`src/sv/stok_pkg.sv`:
```
// Shared types, codes, keyword tables and character helpers for the tokenizer.
`timescale 1ns / 1ps
package stok_pkg;

  typedef enum logic [4:0] {
    ST_START, ST_IDENT, ST_VAR_D, ST_VAR_ID, ST_INT, ST_DOUBLE, ST_EXP_E, ST_EXP,
    ST_STRING, ST_ESC, ST_HEX1, ST_HEX2, ST_EQ, ST_EQ2, ST_NOT1, ST_NOT2,
    ST_LESS, ST_PHP1, ST_PHP2, ST_PHP3, ST_MORE, ST_DIV, ST_BCMT, ST_LCMT,
    ST_BCMT_STAR
  } st_e_t;

  localparam logic [5:0] TK_ERROR  = 6'd0;
  localparam logic [5:0] TK_END    = 6'd1;
  localparam logic [5:0] TK_IDENT  = 6'd2;
  localparam logic [5:0] TK_VAR    = 6'd3;
  localparam logic [5:0] TK_INT    = 6'd4;
  localparam logic [5:0] TK_DOUBLE = 6'd5;
  localparam logic [5:0] TK_STRING = 6'd6;
  localparam logic [5:0] TK_COMMA  = 6'd14;
  localparam logic [5:0] TK_SEMI   = 6'd15;
  localparam logic [5:0] TK_LPAR   = 6'd16;
  localparam logic [5:0] TK_RPAR   = 6'd17;
  localparam logic [5:0] TK_LCUR   = 6'd18;
  localparam logic [5:0] TK_RCUR   = 6'd19;
  localparam logic [5:0] TK_ASSIGN = 6'd20;
  localparam logic [5:0] TK_PLUS   = 6'd21;
  localparam logic [5:0] TK_MINUS  = 6'd22;
  localparam logic [5:0] TK_MUL    = 6'd23;
  localparam logic [5:0] TK_CONCAT = 6'd24;
  localparam logic [5:0] TK_DIV    = 6'd25;
  localparam logic [5:0] TK_IS     = 6'd26;
  localparam logic [5:0] TK_ISNOT  = 6'd27;
  localparam logic [5:0] TK_LT     = 6'd28;
  localparam logic [5:0] TK_LE     = 6'd29;
  localparam logic [5:0] TK_GT     = 6'd30;
  localparam logic [5:0] TK_GE     = 6'd31;
  localparam logic [5:0] TK_PHP    = 6'd32;

  localparam logic [7:0] KW_ALL_LIVE = 8'hFF;
  localparam logic [3:0] LEN_MAX     = 4'd15;
  localparam logic [7:0] CTRL_MAX    = 8'd31;
  localparam logic [7:0] CH_LF       = 8'd10;
  localparam logic [7:0] CH_TAB      = 8'd9;

  // else, function, if, return, while, false, null, true
  localparam logic [7:0] WORD_TEXT [8][8] = '{
    '{"e", "l", "s", "e", 8'd0, 8'd0, 8'd0, 8'd0},
    '{"f", "u", "n", "c", "t", "i", "o", "n"},
    '{"i", "f", 8'd0, 8'd0, 8'd0, 8'd0, 8'd0, 8'd0},
    '{"r", "e", "t", "u", "r", "n", 8'd0, 8'd0},
    '{"w", "h", "i", "l", "e", 8'd0, 8'd0, 8'd0},
    '{"f", "a", "l", "s", "e", 8'd0, 8'd0, 8'd0},
    '{"n", "u", "l", "l", 8'd0, 8'd0, 8'd0, 8'd0},
    '{"t", "r", "u", "e", 8'd0, 8'd0, 8'd0, 8'd0}
  };
  localparam logic [3:0] WORD_LEN  [8] = '{4'd4, 4'd8, 4'd2, 4'd6, 4'd5, 4'd5, 4'd4, 4'd4};
  localparam logic [5:0] WORD_CODE [8] = '{6'd9, 6'd10, 6'd11, 6'd12, 6'd13, 6'd7, 6'd8, 6'd7};

  typedef struct packed {
    logic       is_token;
    logic [7:0] attr_byte;
    logic [5:0] token_code;
  } res_t;

  typedef struct packed {
    logic       rescan;
    logic [1:0] cnt;
    res_t       r0;
    res_t       r1;
    st_e_t      st;
    logic [3:0] hex;
    logic [7:0] kc;
    logic [3:0] len;
  } pass_t;

  function automatic logic is_alpha(input logic [7:0] c);
    return (c >= "a" && c <= "z") || (c >= "A" && c <= "Z");
  endfunction

  function automatic logic is_digit(input logic [7:0] c);
    return c >= "0" && c <= "9";
  endfunction

  function automatic logic is_space(input logic [7:0] c);
    return c == " " || (c >= 8'd9 && c <= 8'd13);
  endfunction

  // bit 4 set = not a hex digit
  function automatic logic [4:0] hex_value(input logic [7:0] c);
    logic [7:0] d;
    d = 8'd0;
    if (is_digit(c)) d = c - 8'd48;
    else if (c >= "a" && c <= "f") d = c - 8'd87;
    else if (c >= "A" && c <= "F") d = c - 8'd55;
    else d = 8'd16;
    return d[4:0];
  endfunction

endpackage

```
`src/sv/stok_if.sv`:
```
// Word channels of the tokenizer: source input and result output.
`timescale 1ns / 1ps
interface stok_in_if;
  logic       valid;
  logic       ready;
  logic [7:0] src_byte;
  logic       end_of_input;
  modport source (output valid, output src_byte, output end_of_input, input ready);
  modport sink (input valid, input src_byte, input end_of_input, output ready);
endinterface

interface stok_out_if;
  logic       valid;
  logic       ready;
  logic       is_token;
  logic [7:0] attr_byte;
  logic [5:0] token_code;
  logic       last_of_run;
  modport source (output valid, output is_token, output attr_byte, output token_code,
                  output last_of_run, input ready);
  modport sink (input valid, input is_token, input attr_byte, input token_code,
                input last_of_run, output ready);
endinterface

```
`src/sv/script_language_tokenizer_core.sv`:
```
// Top level of the character-at-a-time script tokenizer.
`timescale 1ns / 1ps
// Takes one source byte (or an end-of-input mark) per input word and returns
// zero, one or two result words for it: appended attribute bytes and finished
// token codes, the last one flagged by last_of_run. A byte is latched in an
// input register; once the result register is free, the whole scanner step,
// including a rescan of a lookahead byte from the start state, runs in one
// combinational pass and loads a two-slot result register while the scanner
// state updates. The result register sends one word per cycle while the
// receiver is ready; the result register draining is the only limit.
module script_language_tokenizer_core (
  input  logic clk,
  input  logic rst_n,
  stok_in_if.sink    in_ch,
  stok_out_if.source out_ch
);

  // input register
  logic       in_vld_r;
  logic [7:0] in_byte_r;
  logic       in_eof_r;

  // scanner state
  stok_pkg::st_e_t st_r;
  logic [3:0]      hex_r;
  logic [7:0]      kc_r;
  logic [3:0]      len_r;

  // result register
  stok_pkg::res_t slot0_r, slot1_r;
  logic [1:0]     rem_r;
  logic           head_r;

  logic          drain_last, free, load;
  stok_pkg::pass_t p1, p2, p2_in;
  logic [1:0]    cnt_nxt;
  stok_pkg::res_t s0_nxt, s1_nxt;

  function automatic stok_pkg::pass_t add1(input stok_pkg::pass_t p, input logic [7:0] b);
    stok_pkg::pass_t q;
    q = p;
    q.cnt = 2'd1;
    q.r0 = '{is_token: 1'b0, attr_byte: b, token_code: stok_pkg::TK_ERROR};
    return q;
  endfunction

  function automatic stok_pkg::pass_t fin(input stok_pkg::pass_t p, input logic [5:0] code);
    stok_pkg::pass_t q;
    q = p;
    q.cnt = 2'd1;
    q.r0 = '{is_token: 1'b1, attr_byte: 8'd0, token_code: code};
    q.st = stok_pkg::ST_START;
    q.kc = stok_pkg::KW_ALL_LIVE;
    q.len = 4'd0;
    return q;
  endfunction

  function automatic stok_pkg::pass_t track(input stok_pkg::pass_t p, input logic [7:0] c);
    stok_pkg::pass_t q;
    q = p;
    for (int i = 0; i < 8; i++) begin
      if (p.len >= stok_pkg::WORD_LEN[i] || stok_pkg::WORD_TEXT[i][p.len[2:0]] != c)
        q.kc[i] = 1'b0;
    end
    if (p.len < stok_pkg::LEN_MAX) q.len = p.len + 4'd1;
    return q;
  endfunction

  function automatic logic [5:0] word_result(input stok_pkg::pass_t p);
    logic [5:0] code;
    code = stok_pkg::TK_IDENT;
    for (int i = 7; i >= 0; i--) begin
      if (p.kc[i] && stok_pkg::WORD_LEN[i] == p.len) code = stok_pkg::WORD_CODE[i];
    end
    return code;
  endfunction

  function automatic stok_pkg::pass_t start_scan(input stok_pkg::pass_t p0,
                                                 input logic [7:0] c, input logic eof);
    stok_pkg::pass_t p;
    p = p0;
    p.st = stok_pkg::ST_START;
    if (eof) begin
      p = fin(p, stok_pkg::TK_END);
    end else if (stok_pkg::is_space(c)) begin
      p = p;
    end else if (stok_pkg::is_alpha(c) || c == "_") begin
      p = add1(p, c);
      p.kc = stok_pkg::KW_ALL_LIVE;
      p.len = 4'd0;
      p = track(p, c);
      p.st = stok_pkg::ST_IDENT;
    end else if (c == "$") begin
      p = add1(p, c);
      p.st = stok_pkg::ST_VAR_D;
    end else if (stok_pkg::is_digit(c)) begin
      p = add1(p, c);
      p.st = stok_pkg::ST_INT;
    end else begin
      case (c)
        ",": p = fin(p, stok_pkg::TK_COMMA);
        ";": p = fin(p, stok_pkg::TK_SEMI);
        "(": p = fin(p, stok_pkg::TK_LPAR);
        ")": p = fin(p, stok_pkg::TK_RPAR);
        "{": p = fin(p, stok_pkg::TK_LCUR);
        "}": p = fin(p, stok_pkg::TK_RCUR);
        "+": p = fin(p, stok_pkg::TK_PLUS);
        "-": p = fin(p, stok_pkg::TK_MINUS);
        "*": p = fin(p, stok_pkg::TK_MUL);
        ".": p = fin(p, stok_pkg::TK_CONCAT);
        "\"": p.st = stok_pkg::ST_STRING;
        "=": p.st = stok_pkg::ST_EQ;
        "!": p.st = stok_pkg::ST_NOT1;
        "<": p.st = stok_pkg::ST_LESS;
        ">": p.st = stok_pkg::ST_MORE;
        "/": p.st = stok_pkg::ST_DIV;
        default: p = fin(p, stok_pkg::TK_ERROR);
      endcase
    end
    return p;
  endfunction

  function automatic stok_pkg::pass_t scan(input stok_pkg::pass_t p0,
                                           input logic [7:0] c, input logic eof);
    stok_pkg::pass_t p;
    logic wrd, dig;
    logic [4:0] hv;
    p = p0;
    p.cnt = 2'd0;
    p.rescan = 1'b0;
    p.r0 = '0;
    p.r1 = '0;
    wrd = !eof && (stok_pkg::is_alpha(c) || stok_pkg::is_digit(c) || c == "_");
    dig = !eof && stok_pkg::is_digit(c);
    hv = eof ? 5'd16 : stok_pkg::hex_value(c);
    case (p0.st)
      stok_pkg::ST_IDENT: begin
        if (wrd) begin
          p = add1(p, c);
          p = track(p, c);
        end else begin
          p = fin(p, word_result(p0));
          p.rescan = 1'b1;
        end
      end
      stok_pkg::ST_VAR_D: begin
        if (!eof && (stok_pkg::is_alpha(c) || c == "_")) begin
          p = add1(p, c);
          p.st = stok_pkg::ST_VAR_ID;
        end else p = fin(p, stok_pkg::TK_ERROR);
      end
      stok_pkg::ST_VAR_ID: begin
        if (wrd) p = add1(p, c);
        else begin
          p = fin(p, stok_pkg::TK_VAR);
          p.rescan = 1'b1;
        end
      end
      stok_pkg::ST_INT, stok_pkg::ST_DOUBLE: begin
        if (dig) p = add1(p, c);
        else if (!eof && (c == "e" || c == "E")) begin
          p = add1(p, c);
          p.st = stok_pkg::ST_EXP_E;
        end else if (!eof && c == "." && p0.st == stok_pkg::ST_INT) begin
          p = add1(p, c);
          p.st = stok_pkg::ST_DOUBLE;
        end else begin
          p = fin(p, (p0.st == stok_pkg::ST_INT) ? stok_pkg::TK_INT : stok_pkg::TK_DOUBLE);
          p.rescan = 1'b1;
        end
      end
      stok_pkg::ST_EXP_E: begin
        if (dig || (!eof && (c == "+" || c == "-"))) begin
          p = add1(p, c);
          p.st = stok_pkg::ST_EXP;
        end else p = fin(p, stok_pkg::TK_ERROR);
      end
      stok_pkg::ST_EXP: begin
        if (dig) p = add1(p, c);
        else begin
          p = fin(p, stok_pkg::TK_DOUBLE);
          p.rescan = 1'b1;
        end
      end
      stok_pkg::ST_STRING: begin
        p.hex = 4'd0;
        if (eof) p = fin(p, stok_pkg::TK_ERROR);
        else if (c == "\"") p = fin(p, stok_pkg::TK_STRING);
        else if (c == "\\") p.st = stok_pkg::ST_ESC;
        else if (c > stok_pkg::CTRL_MAX && c != "$") p = add1(p, c);
        else p = fin(p, stok_pkg::TK_ERROR);
      end
      stok_pkg::ST_ESC: begin
        if (eof || c <= stok_pkg::CTRL_MAX) p = fin(p, stok_pkg::TK_ERROR);
        else begin
          p.st = stok_pkg::ST_STRING;
          if (c == "x") p.st = stok_pkg::ST_HEX1;
          else if (c == "n") p = add1(p, stok_pkg::CH_LF);
          else if (c == "t") p = add1(p, stok_pkg::CH_TAB);
          else if (c == "$" || c == "\\" || c == "\"") p = add1(p, c);
          else begin
            // unknown escape keeps the backslash
            p = add1(p, "\\");
            p.cnt = 2'd2;
            p.r1 = '{is_token: 1'b0, attr_byte: c, token_code: stok_pkg::TK_ERROR};
          end
        end
      end
      stok_pkg::ST_HEX1, stok_pkg::ST_HEX2: begin
        if (hv[4]) p = fin(p, stok_pkg::TK_ERROR);
        else if (p0.st == stok_pkg::ST_HEX1) begin
          p.hex = hv[3:0];
          p.st = stok_pkg::ST_HEX2;
        end else begin
          p = add1(p, {p0.hex, hv[3:0]});
          p.st = stok_pkg::ST_STRING;
        end
      end
      stok_pkg::ST_EQ: begin
        if (!eof && c == "=") p.st = stok_pkg::ST_EQ2;
        else begin
          p = fin(p, stok_pkg::TK_ASSIGN);
          p.rescan = 1'b1;
        end
      end
      stok_pkg::ST_EQ2:
        p = fin(p, (!eof && c == "=") ? stok_pkg::TK_IS : stok_pkg::TK_ERROR);
      stok_pkg::ST_NOT1: begin
        if (!eof && c == "=") p.st = stok_pkg::ST_NOT2;
        else p = fin(p, stok_pkg::TK_ERROR);
      end
      stok_pkg::ST_NOT2:
        p = fin(p, (!eof && c == "=") ? stok_pkg::TK_ISNOT : stok_pkg::TK_ERROR);
      stok_pkg::ST_LESS: begin
        if (!eof && c == "?") p.st = stok_pkg::ST_PHP1;
        else if (!eof && c == "=") p = fin(p, stok_pkg::TK_LE);
        else begin
          p = fin(p, stok_pkg::TK_LT);
          p.rescan = 1'b1;
        end
      end
      stok_pkg::ST_PHP1: begin
        if (!eof && c == "p") p.st = stok_pkg::ST_PHP2;
        else p = fin(p, stok_pkg::TK_ERROR);
      end
      stok_pkg::ST_PHP2: begin
        if (!eof && c == "h") p.st = stok_pkg::ST_PHP3;
        else p = fin(p, stok_pkg::TK_ERROR);
      end
      stok_pkg::ST_PHP3:
        p = fin(p, (!eof && c == "p") ? stok_pkg::TK_PHP : stok_pkg::TK_ERROR);
      stok_pkg::ST_MORE: begin
        if (!eof && c == "=") p = fin(p, stok_pkg::TK_GE);
        else begin
          p = fin(p, stok_pkg::TK_GT);
          p.rescan = 1'b1;
        end
      end
      stok_pkg::ST_DIV: begin
        if (!eof && c == "/") p.st = stok_pkg::ST_LCMT;
        else if (!eof && c == "*") p.st = stok_pkg::ST_BCMT;
        else begin
          p = fin(p, stok_pkg::TK_DIV);
          p.rescan = 1'b1;
        end
      end
      stok_pkg::ST_BCMT: begin
        if (eof) p = fin(p, stok_pkg::TK_END);
        else if (c == "*") p.st = stok_pkg::ST_BCMT_STAR;
      end
      stok_pkg::ST_BCMT_STAR: begin
        if (eof) p = fin(p, stok_pkg::TK_END);
        else p.st = (c == "/") ? stok_pkg::ST_START : stok_pkg::ST_BCMT;
      end
      stok_pkg::ST_LCMT: begin
        if (eof) p = fin(p, stok_pkg::TK_END);
        else if (c == stok_pkg::CH_LF) p.st = stok_pkg::ST_START;
      end
      default: p = start_scan(p, c, eof);
    endcase
    return p;
  endfunction

  // result register handshake
  assign drain_last = out_ch.valid && out_ch.ready && (rem_r == 2'd1);
  assign free       = (rem_r == 2'd0) || drain_last;
  assign load       = in_vld_r && free;
  assign in_ch.ready = !in_vld_r || load;

  // scanner step: first pass, then a rescan from start when a token ended by lookahead
  always_comb begin
    p1 = '0;
    p1.st  = st_r;
    p1.hex = hex_r;
    p1.kc  = kc_r;
    p1.len = len_r;
    p1 = scan(p1, in_byte_r, in_eof_r);
    p2_in = p1;
    p2_in.cnt = 2'd0;
    p2_in.r0 = '0;
    p2_in.r1 = '0;
    p2_in.rescan = 1'b0;
    p2 = start_scan(p2_in, in_byte_r, in_eof_r);
    if (!p1.rescan) p2 = p1;
    s0_nxt = p1.r0;
    s1_nxt = p1.r1;
    cnt_nxt = p1.cnt;
    if (p1.rescan) begin
      s1_nxt = p2.r0;
      cnt_nxt = p1.cnt + p2.cnt;
    end
  end

  always_ff @(posedge clk) begin
    if (!rst_n) begin
      in_vld_r <= 1'b0;
      st_r     <= stok_pkg::ST_START;
      hex_r    <= 4'd0;
      kc_r     <= stok_pkg::KW_ALL_LIVE;
      len_r    <= 4'd0;
      rem_r    <= 2'd0;
      head_r   <= 1'b0;
    end else begin
      if (in_ch.valid && in_ch.ready) begin
        in_vld_r  <= 1'b1;
        in_byte_r <= in_ch.src_byte;
        in_eof_r  <= in_ch.end_of_input;
      end else if (load) begin
        in_vld_r <= 1'b0;
      end
      if (load) begin
        st_r    <= p2.st;
        hex_r   <= p2.hex;
        kc_r    <= p2.kc;
        len_r   <= p2.len;
        slot0_r <= s0_nxt;
        slot1_r <= s1_nxt;
        rem_r   <= cnt_nxt;
        head_r  <= 1'b0;
      end else if (out_ch.valid && out_ch.ready) begin
        rem_r  <= rem_r - 2'd1;
        head_r <= 1'b1;
      end
    end
  end

  assign out_ch.valid       = (rem_r != 2'd0);
  assign out_ch.is_token    = head_r ? slot1_r.is_token : slot0_r.is_token;
  assign out_ch.attr_byte   = head_r ? slot1_r.attr_byte : slot0_r.attr_byte;
  assign out_ch.token_code  = head_r ? slot1_r.token_code : slot0_r.token_code;
  assign out_ch.last_of_run = (rem_r == 2'd1);

  // a word that is not the last of its byte is followed by another
  a_pair_follows: assert property (@(posedge clk) disable iff (!rst_n)
    (out_ch.valid && out_ch.ready && !out_ch.last_of_run) |=> out_ch.valid)
    else $error("second word of a pair went missing");

  // a pending byte with an empty result register is always consumed
  a_no_stall: assert property (@(posedge clk) disable iff (!rst_n)
    (in_vld_r && rem_r == 2'd0) |-> load)
    else $error("pending byte not scanned");

  // the second slot is only read when two words were loaded
  a_head_ok: assert property (@(posedge clk) disable iff (!rst_n)
    (out_ch.valid && head_r) |-> (rem_r == 2'd1))
    else $error("result slot pointer out of step");

  // a byte waiting in the input register blocks a new one unless it moves on
  a_ready_rule: assert property (@(posedge clk) disable iff (!rst_n)
    (in_vld_r && !free) |-> !in_ch.ready)
    else $error("input register overwritten");

endmodule

```
`src/flat_wrapper.sv`:
```
// flat-port wrapper written by rule: the top's interface ports become plain ports
module script_language_tokenizer_core_flat 
  (clk, rst_n, in_ch_valid, in_ch_src_byte, in_ch_end_of_input, in_ch_ready, out_ch_valid, out_ch_is_token, out_ch_attr_byte, out_ch_token_code, out_ch_last_of_run, out_ch_ready);
  stok_in_if in_ch_i ();
  stok_out_if out_ch_i ();
  input  logic clk;
  input  logic rst_n;
  input wire logic [$bits(in_ch_i.valid)-1:0] in_ch_valid;
  input wire logic [$bits(in_ch_i.src_byte)-1:0] in_ch_src_byte;
  input wire logic [$bits(in_ch_i.end_of_input)-1:0] in_ch_end_of_input;
  output wire logic [$bits(in_ch_i.ready)-1:0] in_ch_ready;
  output wire logic [$bits(out_ch_i.valid)-1:0] out_ch_valid;
  output wire logic [$bits(out_ch_i.is_token)-1:0] out_ch_is_token;
  output wire logic [$bits(out_ch_i.attr_byte)-1:0] out_ch_attr_byte;
  output wire logic [$bits(out_ch_i.token_code)-1:0] out_ch_token_code;
  output wire logic [$bits(out_ch_i.last_of_run)-1:0] out_ch_last_of_run;
  input wire logic [$bits(out_ch_i.ready)-1:0] out_ch_ready;
  assign in_ch_i.valid = in_ch_valid;
  assign in_ch_i.src_byte = in_ch_src_byte;
  assign in_ch_i.end_of_input = in_ch_end_of_input;
  assign in_ch_ready = in_ch_i.ready;
  assign out_ch_valid = out_ch_i.valid;
  assign out_ch_is_token = out_ch_i.is_token;
  assign out_ch_attr_byte = out_ch_i.attr_byte;
  assign out_ch_token_code = out_ch_i.token_code;
  assign out_ch_last_of_run = out_ch_i.last_of_run;
  assign out_ch_i.ready = out_ch_ready;
  script_language_tokenizer_core u_core (.clk(clk), .rst_n(rst_n), .in_ch(in_ch_i), .out_ch(out_ch_i));
endmodule
```
`config.mk`:
```
export PLATFORM = sky130hd
export DESIGN_NAME = script_language_tokenizer_core_flat
export DESIGN_NICKNAME = d
export VERILOG_FILES = /design/src/sv/stok_pkg.sv /design/src/sv/stok_if.sv /design/src/sv/script_language_tokenizer_core.sv /design/src/flat_wrapper.sv
export SDC_FILE = /design/constraint.sdc
export NUM_CORES = 1
export LEC_CHECK = 0
export ABC_AREA = 0
export BUFFER_PORTS_ARGS = -buffer_cell sky130_fd_sc_hd__buf_2
export CORE_MARGIN = 3
export CORE_UTILIZATION = 52
export CTS_BUF_LIST = sky130_fd_sc_hd__clkbuf_8
export DETAILED_ROUTE_END_ITERATION = 6
export PLACE_DENSITY = 0.69
export REMOVE_ABC_BUFFERS = 1
export SLEW_MARGIN = 40
export SYNTH_ARGS = -nofsm -noshare
export SYNTH_HDL_FRONTEND = slang
export SYNTH_SLANG_ARGS = --single-unit
```
`constraint.sdc`:
```
create_clock -name clk -period 10.9 [get_ports clk]
set_input_delay 1.635 -clock clk [delete_from_list [all_inputs] [get_ports clk]]
set_output_delay 1.635 -clock clk [all_outputs]
set_load 0.005 [all_outputs]
```
==> results <==
- The flow ran to the end, but the final reports show violations.
- The checks that failed: design-rule violations.
- The number of detailed-route iterations in the first pass is 7.
- The via count of the routed design is 7437.
- Synthesis handed over a netlist of 847 instances.
- The fraction of registers with async set or reset after synthesis is 0%.
- The number of inserted diodes is 0.
- The floorplan step defined a die boundary enclosing 0.0138 mm².
- The number of port buffers is 30.
- The relative slew slack is 42.5%.
- The transition at the pin with the smallest max-transition slack is 0.858 ns.
- Ranked by total cell area, the synthesized netlist is headed by edfxtp_1 (18%), dfxtp_1 (7.8%), a21oi_1 (5.1%), nor2_1 (4.3%), o21ai_0 (4.0%).
- Traced cell by cell, the critical path runs through clkinv_1 -> ha_1 -> o21bai_1 -> a211oi_1 -> buf_4 -> o221ai_1 -> nor2_1 -> buf_4 -> a211oi_1 -> nand3_1 -> a41oi_1.
- The first global-routing pass estimated 39400 µm of wire.
- In this run the power density over the cells is 172 mW/mm².
- Setup violations remaining at the end of the flow were counted as 0.
- The sequential group share of total power is 29.2%.
- The worst path uses 45.3% of the clock period.
- The width of the die is 117 µm.
- Net switching is 47.4% of the power.
- The final estimated routing congestion in global placement is 1.12.
- The mean routed wirelength per cell is 26.1 µm.
- The data arrival time of the critical path is 5.26 ns.
- The most instantiated flip-flop cell in the synthesis netlist is edfxtp_1.
- The max-capacitance violation count is 0.
- Counting every sink on the clock net gives 63.
- The cell area that synthesis handed to floorplanning was 0.00644 mm².
- The library cells used most frequently in the layout, excluding fill and tap cells, are nor2_1 (73), nand2_1 (68), a21oi_1 (65).
- The Yosys step of the flow raised 0 warnings.
- TritonCTS built the clock tree.
- The average size of a mapped cell is 7.60 µm².
- The total grt overflow is 0.
- Along the worst path, the maximum fanout reaches 18.
- At the worst endpoint, the required time is 11.22 ns.
- The effective utilization at floorplan is 53.4%.
- In the routed design, unresolved DRC markers number 16.
- The number of antenna violations at the first check in global routing is 0.
- The worst setup path is launched from a register.
- The internal portion of the total power is 625 µW.
- The setup TNS is 0 ns.
- After the first detailed-routing iteration, the DRC count stood at 1491.
- The critical path endpoint category is a register.
- The total instance count after detailed placement is 987.
- In this run, synthesis produced a sequential element count of 63.
- The final-report max-slew violation count is 0.
- CTS built an H-tree with a depth of 3.
- The clock reaches the later pin of the worst-skew pair after 0.39 ns.
- The count of different cell masters after synthesis is 86.
- The cell at the slowest stage of the critical path is edfxtp_1.
- The wire length reported by the detailed router is 26300 µm.
- In this run the power spent charging and discharging nets is 563 µW.
- Summing the sequential cell areas from Yosys gives 25.5% of the chip area.
- The post-CTS setup repair buffer count is 0.
- The power share of the combinational group is 51.9%.
- The half-perimeter wire length after detailed placement is 19500 µm.
- In the final layout, flip-flops and latches occupy 0.00165 mm².
- The number of resized instances in the post-cts repair step is 0.
- Static timing analysis puts the maximum clock frequency at 202 MHz.
- The area growth from synthesis to layout is 7.25%.
- Once layout is complete, the cells apart from fillers number 1005.
- The number of buffers created by CTS is 9.
- The path type of the worst min-delay path is reg2reg.
- The region available for standard cell placement spans 0.0121 mm².
- Summed over all instances, the cell type with the most area after synthesis is edfxtp_1.
- The shortest clock period the worst path allows after layout is 4.94 ns.
- The library cell used most frequently in the layout, excluding fill and tap cells, is nor2_1.
- For this design the static power due to leakage is 0.00243 µW.
- The number of hold violations in the final report is 0.
- The critical path is of the reg2reg type.
- From bottom edge to top edge, the die measures 117 µm.
- The layout has 1146 filler cells.
- For this run, the total global-route usage over all layers was measured as 38.4%.
- The worst-case IR drop observed on VDD is 0.102 mV.
- Clock tree synthesis selected as its root buffer the cell clkbuf_8.
- Clock-pin slew was measured on the worst setup and hold paths at 0.10 ns.
- In this run the remaining antenna-violating nets after routing total 0.
- Entering global routing, the biggest net connects 45 pins.
- The stage delay of the slowest cell on the critical path is 0.72 ns.
- The multi-input logic area is 0.00448 mm².
- The initialized floorplan defines 40 standard-cell rows.
- In this run the deepest clock path goes through 2 buffers.
- Per report_power, the clock group accounts for 18.9% of the total.
- The final-stage net count is 861.
- The via count of the first global-routing pass is 6624.
- The share of cells above drive strength 1 is 13.4%.
- After clock tree synthesis, the flow added hold-fix buffers numbering 0.
- Using the TritonRoute via totals, the vias-per-cell ratio works out to 7.40.
- 31 I/O pins were placed.
- Summed over its instances, the top area cell type makes up 17.7% of the synthesized netlist area.
- Between clock sinks in the finished design, the worst skew comes to 0.0237 ns.
- The number of enable-type register cells in the synthesized netlist is 38.
- Setup repair after global routing left no endpoint under its margin.
==> critical path: cells and delay by family (launching register included) <==
family / cells / cell delay, ns
AND/OR/NAND/NOR: 2 / 0.50
buffers and inverters: 3 / 0.95
AO/OA/AOI/OAI: 5 / 2.14
flip-flops: 1 / 0.72
adder cells (fa/ha/maj): 1 / 0.55
==> logic make-up (layout without fill, tap and decap cells) <==
logic type,after synthesis,in the layout,synth area share (%)
and+or+nand+nor,369,369,31.3
AOI/OAI and AO/OA,274,274,29.6
adders and majority gates,16,16,3.11
DFF,63,63,25.5
muxes,17,17,2.91
xor gates and xnor gates,15,15,2.04
buffers and inverters,93,83,5.56
==> per-layer routing <==
metal | wire length, µm | track usage (%) | part of all wire, % | vias up
li1 | - | - | - | 3204
met5 | 0 | 0 | 0 | -
met2 | 10500 | 52.1 | 40 | 681
met1 | 10000 | 52.9 | 38 | 3400
met3 | 3860 | 12.5 | 15 | 152
met4 | 1830 | 21.9 | 7.0 | 0
==> Yosys cell counts, types with 10 or more instances <==
cell / number
nand3_1: 45
dfxtp_1: 25
ha_1: 16
a21oi_1: 65
mux2_2: 14
nand2b_1: 15
clkbuf_1: 55
nor2_1: 73
a22oi_1: 11
inv_1: 20
nand4_1: 13
and2_1: 11
a31oi_1: 15
nor4_1: 14
nor2b_1: 20
nand2_1: 68
o31ai_1: 10
a211oi_1: 10
nor3_1: 28
edfxtp_1: 38
and3_1: 14
o21ai_0: 52
==> power by group through the flow <==
stage               Sequential [µW]  Clock (µW)  Combinational [µW]
floorplan                       344           0                 364
global placement                349           0                 577
detailed placement              351           0                 580
CTS                             345         224                 583
global route                    352         232                 650
finish                          347         224                 617
==> worst paths after layout <==
check                                                    end  slack (ns)                           from  cells after the start
worst max-delay path             u_core.st_r[1]$_SDFFE_PN0P_        5.96  u_core.in_byte_r[1]$_DFFE_PP_                     11
worst min-delay path            u_core.rem_r[1]$_SDFFE_PN0P_        0.48   u_core.rem_r[1]$_SDFFE_PN0P_                      2
worst max register to register   u_core.st_r[1]$_SDFFE_PN0P_        5.96  u_core.in_byte_r[1]$_DFFE_PP_                     11
worst min register to register  u_core.rem_r[1]$_SDFFE_PN0P_        0.48   u_core.rem_r[1]$_SDFFE_PN0P_                      2
==> metrics by stage <==
| step | instance area, µm² | setup slack (ns) | hold slack, ns | util [%] | total power (µW) |
|---|---|---|---|---|---|
| finish | 6910 | 5.96 | 0.480 | 57.3 | 1190 |
| global route | 6910 | 5.90 | 0.492 | 57.3 | 1230 |
| CTS | 6850 | 6.14 | 0.484 | 56.8 | 1150 |
| detailed placement | 6640 | 6.16 | 0.473 | 55.1 | 930 |
| global placement | 6620 | 6.01 | 0.466 | 54.9 | 926 |
| floorplan | 6160 | 6.81 | 0.441 | - | 708 |
==> final cells by class <==
type / instances / area share, %
Clock buffer: 10 / 1.99
Clock inverter: 6 / 0.978
Inverter: 22 / 1.20
Multi-Input combinational cell: 691 / 64.9
Sequential cell: 63 / 23.8
Tap cell: 168 / 3.04
Timing Repair Buffer: 45 / 4.02
==> sequential cells by signal, indices dropped and copies added, names as in the netlist <==
signal	flops
u_core.rem_r	2
u_core.kc_r	8
u_core.in_vld_r	1
u_core.in_byte_r	8
u_core.len_r	4
u_core.slot1_r	14
u_core.hex_r	4
u_core.in_eof_r	1
u_core.st_r	5
u_core.head_r	1
u_core.slot0_r	15
Note: power is estimated with default switching activity, not from simulation.
